### config.mk
export PLATFORM = sky130hd
export DESIGN_NAME = calendar_date_arithmetic_top
export DESIGN_NICKNAME = d
export VERILOG_FILES = /design/src/hdl/cda_pkg.sv /design/src/hdl/cda_daynum.sv /design/src/hdl/cda_walk.sv /design/src/hdl/calendar_date_arithmetic_top.sv
export SDC_FILE = /design/constraint.sdc
export NUM_CORES = 1
export LEC_CHECK = 0
export ABC_AREA = 1
export BUFFER_PORTS_ARGS = -buffer_cell sky130_fd_sc_hd__buf_2
export CAP_MARGIN = 5
export CORE_MARGIN = 4
export CORE_UTILIZATION = 55
export CTS_CLUSTER_DIAMETER = 120
export CTS_CLUSTER_SIZE = 25
export DETAILED_ROUTE_END_ITERATION = 10
export HOLD_SLACK_MARGIN = 0.1
export PLACE_DENSITY = 0.73
export SETUP_SLACK_MARGIN = 0.4
export SYNTH_ARGS = -nofsm -noshare
export SYNTH_HDL_FRONTEND = slang
export SYNTH_HIERARCHICAL = 1
export SYNTH_SLANG_ARGS = --single-unit
### constraint.sdc
create_clock -name clock -period 19.9 [get_ports clock]
set_clock_uncertainty 0.2 [all_clocks]
set_input_delay 3.98 -clock clock [delete_from_list [all_inputs] [get_ports clock]]
set_output_delay 3.98 -clock clock [all_outputs]
set_load 0.005 [all_outputs]
### src/hdl/cda_pkg.sv
`timescale 1ns / 1ps
// ----------------------------------------------------------------------------
// cda_pkg
// Shared opcodes, limits, handshake structs and calendar helper functions
// for the calendar date arithmetic block.
// ----------------------------------------------------------------------------
package cda_pkg;

   localparam logic [2:0] OP_NEXT  = 3'd0;
   localparam logic [2:0] OP_PREV  = 3'd1;
   localparam logic [2:0] OP_ADD   = 3'd2;
   localparam logic [2:0] OP_SUB   = 3'd3;
   localparam logic [2:0] OP_JAN1  = 3'd4;
   localparam logic [2:0] OP_YEARS = 3'd5;
   localparam logic [2:0] OP_PASS  = 3'd7;

   localparam logic [11:0] YEAR_MIN  = 12'd1800;
   localparam logic [11:0] YEAR_MAX  = 12'd2999;
   localparam logic [11:0] YEAR_BASE = 12'd1900;
   localparam logic [10:0] QUAD_DAYS = 11'd1461;

   localparam int ERR_DAY   = 0;
   localparam int ERR_MONTH = 1;
   localparam int ERR_YEAR  = 2;

   localparam logic [8:0] MONTH_START [0:9] = '{
      9'd59, 9'd90, 9'd120, 9'd151, 9'd181, 9'd212, 9'd243, 9'd273, 9'd304, 9'd334
   };

   typedef struct packed {
      logic       start;
      logic [2:0] op;
   } walk_cmd_type;

   typedef struct packed {
      logic busy;
      logic done;
   } walk_stat_type;

   // y / 100 by reciprocal, exact for all 12-bit years
   function automatic logic is_leap(input logic [11:0] y);
      logic [24:0] prod;
      logic [5:0]  q;
      logic [11:0] r;
      prod = 25'(y) * 25'd5243;
      q    = prod[24:19];
      r    = y - (12'(q) * 12'd100);
      return (y[1:0] == 2'd0) && ((r != 12'd0) || (q[1:0] == 2'd0));
   endfunction

   function automatic logic [4:0] days_in_month(input logic [3:0] m, input logic [11:0] y);
      logic [4:0] dim;
      case (m)
         4'd2: begin
            dim = is_leap(y) ? 5'd29 : 5'd28;
         end
         4'd4, 4'd6, 4'd9, 4'd11: begin
            dim = 5'd30;
         end
         default: begin
            dim = 5'd31;
         end
      endcase
      return dim;
   endfunction

   function automatic logic [8:0] month_offset(input logic [3:0] m);
      logic [8:0] ofs;
      case (m)
         4'd0, 4'd1: begin
            ofs = 9'd0;
         end
         4'd2: begin
            ofs = 9'd31;
         end
         4'd13: begin
            ofs = MONTH_START[0];
         end
         4'd14: begin
            ofs = MONTH_START[1];
         end
         4'd15: begin
            ofs = MONTH_START[2];
         end
         default: begin
            ofs = MONTH_START[4'(m - 4'd3)];
         end
      endcase
      return ofs;
   endfunction

endpackage

### src/hdl/cda_daynum.sv
`timescale 1ns / 1ps
// ----------------------------------------------------------------------------
// cda_daynum
// Two-stage day-of-year and serial day number of the accepted date:
// table lookup and scaled year product, then quarter and offset.
// ----------------------------------------------------------------------------
module cda_daynum (
   input  logic               clock,
   input  logic               load,
   input  logic        [5:0]  in_day,
   input  logic        [3:0]  in_month,
   input  logic        [11:0] in_year,
   output logic        [8:0]  day_of_year,
   output logic signed [19:0] serial_day
);
   import cda_pkg::*;

   logic        [8:0]  doy_ff, doy_in;
   logic signed [23:0] prod_ff, prod_in;
   logic signed [19:0] serial_ff, serial_in;
   logic signed [12:0] ydiff;
   logic signed [23:0] ydiff_ext;
   logic signed [23:0] quarter;
   logic               leap_adj;

   always_comb begin
      leap_adj  = is_leap(in_year) && (in_month >= 4'd3);
      doy_in    = 9'(in_day) + month_offset(in_month) + 9'(leap_adj);
      ydiff     = $signed({1'b0, in_year}) - $signed({1'b0, YEAR_BASE});
      ydiff_ext = {{11{ydiff[12]}}, ydiff};
      prod_in   = ydiff_ext * $signed({13'd0, QUAD_DAYS});
   end

   // quarter truncated toward zero
   always_comb begin
      if (prod_ff < 0) begin
         quarter = (prod_ff + 24'sd3) >>> 2;
      end else begin
         quarter = prod_ff >>> 2;
      end
      serial_in = quarter[19:0] + $signed({11'd0, doy_ff}) - 20'sd2;
   end

   always_ff @(posedge clock) begin
      if (load) begin
         doy_ff  <= doy_in;
         prod_ff <= prod_in;
      end
      serial_ff <= serial_in;
   end

   assign day_of_year = doy_ff;
   assign serial_day  = serial_ff;

endmodule

### src/hdl/cda_walk.sv
`timescale 1ns / 1ps
// ----------------------------------------------------------------------------
// cda_walk
// Date sequencer: one shared month-length lookup and day adder stepped
// one month per cycle until the day count lands inside a month.
// ----------------------------------------------------------------------------
module cda_walk (
   input  logic                   clock,
   input  logic                   reset,
   input  cda_pkg::walk_cmd_type  cmd,
   input  logic        [5:0]      in_day,
   input  logic        [3:0]      in_month,
   input  logic        [11:0]     in_year,
   input  logic        [15:0]     day_count,
   input  logic signed [11:0]     year_delta,
   output cda_pkg::walk_stat_type stat,
   output logic        [4:0]      res_day,
   output logic        [3:0]      res_month,
   output logic signed [13:0]     res_year
);
   import cda_pkg::*;

   localparam logic WK_IDLE = 1'b0;
   localparam logic WK_RUN  = 1'b1;

   logic               state_ff, state_in;
   logic        [2:0]  op_ff, op_in;
   logic signed [17:0] t_ff, t_in;
   logic        [3:0]  m_ff, m_in;
   logic signed [13:0] y_ff, y_in;
   logic signed [11:0] delta_ff, delta_in;

   logic signed [17:0] d18, c18, dim18, sum;
   logic        [3:0]  prev_m, next_m, sel_m;
   logic signed [13:0] prev_y, next_y, sel_y;
   logic        [4:0]  dim;
   logic               leap_sel, finish;

   always_comb begin
      d18    = {12'd0, in_day};
      c18    = {2'd0, day_count};
      prev_m = (m_ff == 4'd1) ? 4'd12 : m_ff - 4'd1;
      prev_y = (m_ff == 4'd1) ? y_ff - 14'sd1 : y_ff;
      next_m = (m_ff == 4'd12) ? 4'd1 : m_ff + 4'd1;
      next_y = (m_ff == 4'd12) ? y_ff + 14'sd1 : y_ff;
      sel_m  = (op_ff == OP_SUB) ? prev_m : m_ff;
      sel_y  = (op_ff == OP_SUB) ? prev_y : y_ff;
      dim      = days_in_month(sel_m, sel_y[11:0]);
      leap_sel = is_leap(sel_y[11:0]);
      dim18    = {13'd0, dim};
      sum      = (op_ff == OP_SUB) ? t_ff + dim18 : t_ff - dim18;
   end

   always_comb begin
      state_in = state_ff;
      op_in    = op_ff;
      t_in     = t_ff;
      m_in     = m_ff;
      y_in     = y_ff;
      delta_in = delta_ff;
      finish   = 1'b0;
      if (state_ff == WK_IDLE) begin
         if (cmd.start) begin
            state_in = WK_RUN;
            m_in     = in_month;
            y_in     = {2'd0, in_year};
            delta_in = year_delta;
            op_in    = cmd.op;
            t_in     = d18;
            case (cmd.op)
               OP_NEXT: begin
                  t_in = d18 + 18'sd1;
               end
               OP_PREV: begin
                  t_in  = d18 - 18'sd1;
                  op_in = OP_SUB;
               end
               OP_ADD: begin
                  t_in = d18 + c18;
               end
               OP_SUB: begin
                  t_in = d18 - c18;
               end
               default: begin
                  t_in = d18;
               end
            endcase
         end
      end else begin
         case (op_ff)
            OP_ADD: begin
               if (t_ff > dim18) begin
                  t_in = sum;
                  m_in = next_m;
                  y_in = next_y;
               end else begin
                  finish = 1'b1;
               end
            end
            OP_NEXT: begin
               if (t_ff > dim18) begin
                  t_in = 18'sd1;
                  m_in = next_m;
                  y_in = next_y;
               end
               finish = 1'b1;
            end
            OP_SUB: begin
               if (t_ff < 18'sd1) begin
                  t_in = sum;
                  m_in = prev_m;
                  y_in = prev_y;
               end else begin
                  finish = 1'b1;
               end
            end
            OP_JAN1: begin
               t_in   = 18'sd1;
               m_in   = 4'd1;
               finish = 1'b1;
            end
            OP_YEARS: begin
               if ((m_ff == 4'd2) && (t_ff == 18'sd29) && leap_sel) begin
                  t_in = 18'sd28;
               end
               y_in   = y_ff + {{2{delta_ff[11]}}, delta_ff};
               finish = 1'b1;
            end
            default: begin
               finish = 1'b1;
            end
         endcase
         if (finish) begin
            state_in = WK_IDLE;
         end
      end
   end

   always_ff @(posedge clock) begin
      if (reset) begin
         state_ff <= WK_IDLE;
      end else begin
         state_ff <= state_in;
      end
      op_ff    <= op_in;
      t_ff     <= t_in;
      m_ff     <= m_in;
      y_ff     <= y_in;
      delta_ff <= delta_in;
   end

   assign stat.busy = (state_ff == WK_RUN);
   assign stat.done = (state_ff == WK_RUN) && finish;
   assign res_day   = t_ff[4:0];
   assign res_month = m_ff;
   assign res_year  = y_ff;

endmodule

### src/hdl/calendar_date_arithmetic_top.sv
`timescale 1ns / 1ps
// ----------------------------------------------------------------------------
// calendar_date_arithmetic_top
// Sequence: accept, the walker crossing n months (about 2160 at most for a
// 65535-day add or subtract, else 0 or 1), then rsp_tvalid with the result.
// Throughput: one transaction in flight; the month walker steps one month per
// cycle and req_tready returns once the result sits in the output register.
// Reset: synchronous, clears the sequencer and output valid; no clearing pass.
// ----------------------------------------------------------------------------
module calendar_date_arithmetic_top (
   input  logic        clock,
   input  logic        reset,
   input  logic        req_tvalid,
   output logic        req_tready,
   // opcode, in_day, in_month, in_year, day_count, year_delta, zero fill
   input  logic [55:0] req_tdata,
   output logic        rsp_tvalid,
   input  logic        rsp_tready,
   // out_day, out_month, out_year, day_of_year, serial_day, zero fill
   output logic [55:0] rsp_tdata,
   // input_error, result_out_of_range
   output logic [3:0]  rsp_tuser
);
   import cda_pkg::*;

   localparam logic [1:0] ST_IDLE = 2'd0;
   localparam logic [1:0] ST_BUSY = 2'd1;
   localparam logic [1:0] ST_DONE = 2'd2;

   logic [1:0]  state_ff, state_in;
   logic [2:0]  err_ff, err_in;
   logic        rsp_tvalid_ff, rsp_tvalid_in;
   logic [55:0] rsp_tdata_ff, rsp_tdata_in;
   logic [3:0]  rsp_tuser_ff, rsp_tuser_in;

   logic               accept, out_load, oor;
   logic        [2:0]  req_op;
   logic        [5:0]  req_day;
   logic        [3:0]  req_month;
   logic        [11:0] req_year;
   logic        [15:0] req_count;
   logic signed [11:0] req_delta;
   logic        [11:0] sat_year;
   logic        [4:0]  res_day;
   logic        [3:0]  res_month;
   logic signed [13:0] res_year;
   logic        [8:0]  doy;
   logic signed [19:0] serial;
   walk_cmd_type       walk_cmd;
   walk_stat_type      walk_stat;

   assign req_op    = req_tdata[2:0];
   assign req_day   = req_tdata[8:3];
   assign req_month = req_tdata[12:9];
   assign req_year  = req_tdata[24:13];
   assign req_count = req_tdata[40:25];
   assign req_delta = req_tdata[52:41];

   assign req_tready = (state_ff == ST_IDLE);
   assign accept     = req_tvalid && req_tready;
   assign out_load   = (state_ff == ST_DONE) && (!rsp_tvalid_ff || rsp_tready);

   always_comb begin
      err_in            = 3'd0;
      err_in[ERR_DAY]   = (req_day < 6'd1) || (req_day > 6'd31);
      err_in[ERR_MONTH] = (req_month < 4'd1) || (req_month > 4'd12);
      err_in[ERR_YEAR]  = (req_year < YEAR_MIN) || (req_year > YEAR_MAX);
      walk_cmd.start    = accept;
      walk_cmd.op       = (err_in != 3'd0) ? OP_PASS : req_op;
   end

   cda_walk u_walk (
      .clock      (clock),
      .reset      (reset),
      .cmd        (walk_cmd),
      .in_day     (req_day),
      .in_month   (req_month),
      .in_year    (req_year),
      .day_count  (req_count),
      .year_delta (req_delta),
      .stat       (walk_stat),
      .res_day    (res_day),
      .res_month  (res_month),
      .res_year   (res_year)
   );

   cda_daynum u_daynum (
      .clock       (clock),
      .load        (accept),
      .in_day      (req_day),
      .in_month    (req_month),
      .in_year     (req_year),
      .day_of_year (doy),
      .serial_day  (serial)
   );

   always_comb begin
      if (res_year < 14'sd0) begin
         sat_year = 12'd0;
      end else if (res_year > 14'sd4095) begin
         sat_year = 12'd4095;
      end else begin
         sat_year = res_year[11:0];
      end
      oor = (res_year < $signed({2'b00, YEAR_MIN})) || (res_year > $signed({2'b00, YEAR_MAX}));
   end

   always_comb begin
      state_in      = state_ff;
      rsp_tvalid_in = rsp_tvalid_ff;
      rsp_tdata_in  = rsp_tdata_ff;
      rsp_tuser_in  = rsp_tuser_ff;
      if (rsp_tready) begin
         rsp_tvalid_in = 1'b0;
      end
      case (state_ff)
         ST_IDLE: begin
            if (accept) begin
               state_in = ST_BUSY;
            end
         end
         ST_BUSY: begin
            if (walk_stat.done) begin
               state_in = ST_DONE;
            end
         end
         ST_DONE: begin
            if (out_load) begin
               state_in      = ST_IDLE;
               rsp_tvalid_in = 1'b1;
               if (err_ff != 3'd0) begin
                  rsp_tdata_in = 56'd0;
                  rsp_tuser_in = {1'b0, err_ff};
               end else begin
                  rsp_tdata_in = {6'd0, serial, doy, sat_year, res_month, res_day};
                  rsp_tuser_in = {oor, 3'd0};
               end
            end
         end
         default: begin
            state_in = ST_IDLE;
         end
      endcase
   end

   always_ff @(posedge clock) begin
      if (reset) begin
         state_ff      <= ST_IDLE;
         rsp_tvalid_ff <= 1'b0;
      end else begin
         state_ff      <= state_in;
         rsp_tvalid_ff <= rsp_tvalid_in;
      end
      if (accept) begin
         err_ff <= err_in;
      end
      rsp_tdata_ff <= rsp_tdata_in;
      rsp_tuser_ff <= rsp_tuser_in;
   end

   assign rsp_tvalid = rsp_tvalid_ff;
   assign rsp_tdata  = rsp_tdata_ff;
   assign rsp_tuser  = rsp_tuser_ff;

   a_busy_after_accept: assert property (@(posedge clock) disable iff (reset)
      accept |=> !req_tready)
      else $error("request accepted while a transaction is in flight");

   a_walk_only_when_busy: assert property (@(posedge clock) disable iff (reset)
      walk_stat.busy |-> (state_ff == ST_BUSY))
      else $error("date walker running outside the busy state");

   a_error_zeroes_result: assert property (@(posedge clock) disable iff (reset)
      (rsp_tvalid && (rsp_tuser[2:0] != 3'd0)) |-> ((rsp_tdata == 56'd0) && !rsp_tuser[3]))
      else $error("invalid input produced a nonzero result");

   a_valid_result_date: assert property (@(posedge clock) disable iff (reset)
      (rsp_tvalid && (rsp_tuser[2:0] == 3'd0)) |->
         ((rsp_tdata[4:0] != 5'd0) && (rsp_tdata[8:5] >= 4'd1) && (rsp_tdata[8:5] <= 4'd12)))
      else $error("result date has an impossible day or month");

endmodule
==> summary.txt <==
Status
  • Status: completed

Route
  • Met3 routed WL: around 3600 um
  • Antenna violation net count after detailed routing: 0
  • WL final: ~60000 um
  • WL/cell: between 15 and 20 um
  • M1 WL: 26500 um
  • DR vias: 20400
  • Max Used Layer: met4
  • DR iter-0 viols: around 1300
  • TritonRoute pass-1 iters: 7
  • Routed length on met2: 28200 um
  • DRC: 0
  • Routed vias/inst: 5.50

Setup path
  • R2R cell count: 55
  • Critical path endpoint: u_daynum/day_of_year[6]
  • Crit path DAT: 13290 ps
  • Setup CP Type: in2reg
  • Worst reg2reg path startpoint: u_walk/op_ff[2]
  • Worst-path cell with the longest stage delay: fa_1
  • RR Endpoint: u_walk/res_year[3]
  • Crit start category: primary input
  • Crit path launch: req_tdata[19]
  • Worst R2R Setup Slack: about 7300 ps
  • CP max stage delay: 610 ps
  • Kind of end point of the critical path: flop
  • CP required: 19890 ps
  • Cell mode on critical path: nand2_1
  • Worst Path Max Fanout: 12

Global routing
  • Largest net degree at the start of global routing: 55
  • Vias in the first global route: 20100
  • Total gr overflow: 0
  • Tot GR Track Use: 25.9%
  • First-pass GRT wire length: 98300 um
  • Initial antenna violation count: 6

Timing
  • Slew headroom: 21.5%
  • Setup TNS: 0 ps
  • Max-slew violation count: 0
  • Final period utilization: roughly two thirds
  • Post-layout min period: 13290 ps
  • # setup viols final: 0
  • RSZ-0062 raised after global routing: no
  • Worst Tran Pin Value: 1170 ps
  • Fmax achieved: 75.2 MHz
  • Endpoints failing hold: 0

Placement
  • GP Congestion: 0.974
  • Detailed placer's ending HPWL: between 50000 and 60000 um
  • I/O Buffers: 112

Clocking
  • Post-cts gate resize count: 0
  • Worst-Skew Late Latency: 460 ps
  • CTS tree: yes
  • Quantity of hold-fixing buffers added after cts: 0
  • Setup bufs post-CTS: 0
  • CTS sink cnt: between 150 and 200
  • Clock transition at path regs: ~70 ps
  • CTS Buffer Depth: 2
  • CTS buffer count: 17
  • Max H-tree Level: 4
  • CTS root buffer: clkbuf_16

Die
  • Initial Utilization: 55.9%
  • Top Ports: 122
  • Row cnt: 75
  • Die area: 46200 um^2
  • Die Height: 215 um
  • Die Wd: 215 um
  • CORE AREA: 42100 um^2

Finish
  • Share of layout cells above drive strength 1: 7.28%
  • Nets: 3749
  • Layout area overhead: 7.01%

Logic synthesis
  • Synthesized area: 23600 um^2
  • Syn_area_per_cell: 7.74 um^2
  • Syn. warnings: 6
  • Post-Synthesis Cells: slightly above 3000

Hold path
  • Worst min-delay path class: reg2reg
  • Worst hold stages: 0

Job
  • Max-cap violations: 0
[routing by layer]
| metal | up-vias | track usage (%) |
|---|---|---|
| met5 | - | 0 |
| met4 | 0 | 10.4 |
| met3 | 124 | 3.57 |
| met2 | 606 | 42.7 |
| met1 | 9586 | 34.7 |
| li1 | 10100 | - |
[cell type report]
cell class	count	area, um^2
Tap cell	539	674
Inverter	648	2430
Clock buffer	18	429
Sequential cell	164	4680
Antenna cell	6	15.0
Multi-Input combinational cell	2192	16200
Clock inverter	14	138
Timing Repair Buffer	125	658
Fill cell	3760	16900
[placed cells by master (no fill, tap or decap), types with 6 or more instances in the layout]
cell       instances
inv_2             15
o211ai_1           8
buf_2            112
nand2_1          537
conb_1             6
a21oi_1          187
o21ai_1           19
nor2_1           252
nand4_1           46
xnor2_1           29
nor4_1             6
fa_1             155
clkbuf_16         17
edfxtp_1         140
inv_1            630
nor2_4            17
nand3_1          163
nand3b_1          15
buf_4             13
nor3_1            38
a211oi_1           6
diode_2            6
o21bai_1          10
ha_1             386
or2_2             15
o21ai_0          125
a21o_1            14
dfxtp_1           24
xor2_1            72
a31oi_1           12
[worst max-delay path, delay by kind of cell]
kind / cells / cell delay, ps
buffers and inverters: 7 / 820
and+or+nand+nor: 19 / 1850
AOI/OAI and AO/OA: 5 / 700
adders and majority gates: 13 / 5530
xor gates and xnor gates: 2 / 380
[metrics by stage]
step                      util (%)  worst slack [ps]  instance area (um^2)  hold WS, ps  std cells
after floorplan                  -              7570                 23600          274       3049
after global placement        58.4              6300                 24600          256       3668
after detailed placement      58.4              6140                 24600          258       3668
after CTS                     59.8              6580                 25200          271       3700
after global routing          59.8              5960                 25200          278       3706
final                         59.8              6610                 25200          276       3706
[state kept, by name (all words and copies together) (netlist names), 2 cells and up]
name and cells:
err_ff 3, state_ff 2, u_daynum/serial_day 20, u_walk/t_ff 18, u_daynum/prod_ff 23, u_walk/delta_ff 12
rsp_tdata 50, rsp_tuser 4, u_walk/res_month 4, u_walk/op_ff 3, u_daynum/day_of_year 9, u_walk/res_year 14
[how the worst min path moves through the flow]
stage / startpoint / end / slack (ps)
after CTS: err_ff[1] / rsp_tuser[1] / 270
after detailed placement: err_ff[0] / rsp_tuser[0] / 260
after floorplan: u_daynum/day_of_year[0] / u_daynum/serial_day[0] / 270
final: err_ff[1] / rsp_tuser[1] / 280
after global routing: err_ff[0] / rsp_tuser[0] / 280
after global placement: err_ff[1] / rsp_tuser[1] / 260
Power is left out: the tool's default activity adds up to more than one toggle a clock period on the data nets, which glitch-free logic cannot reach.
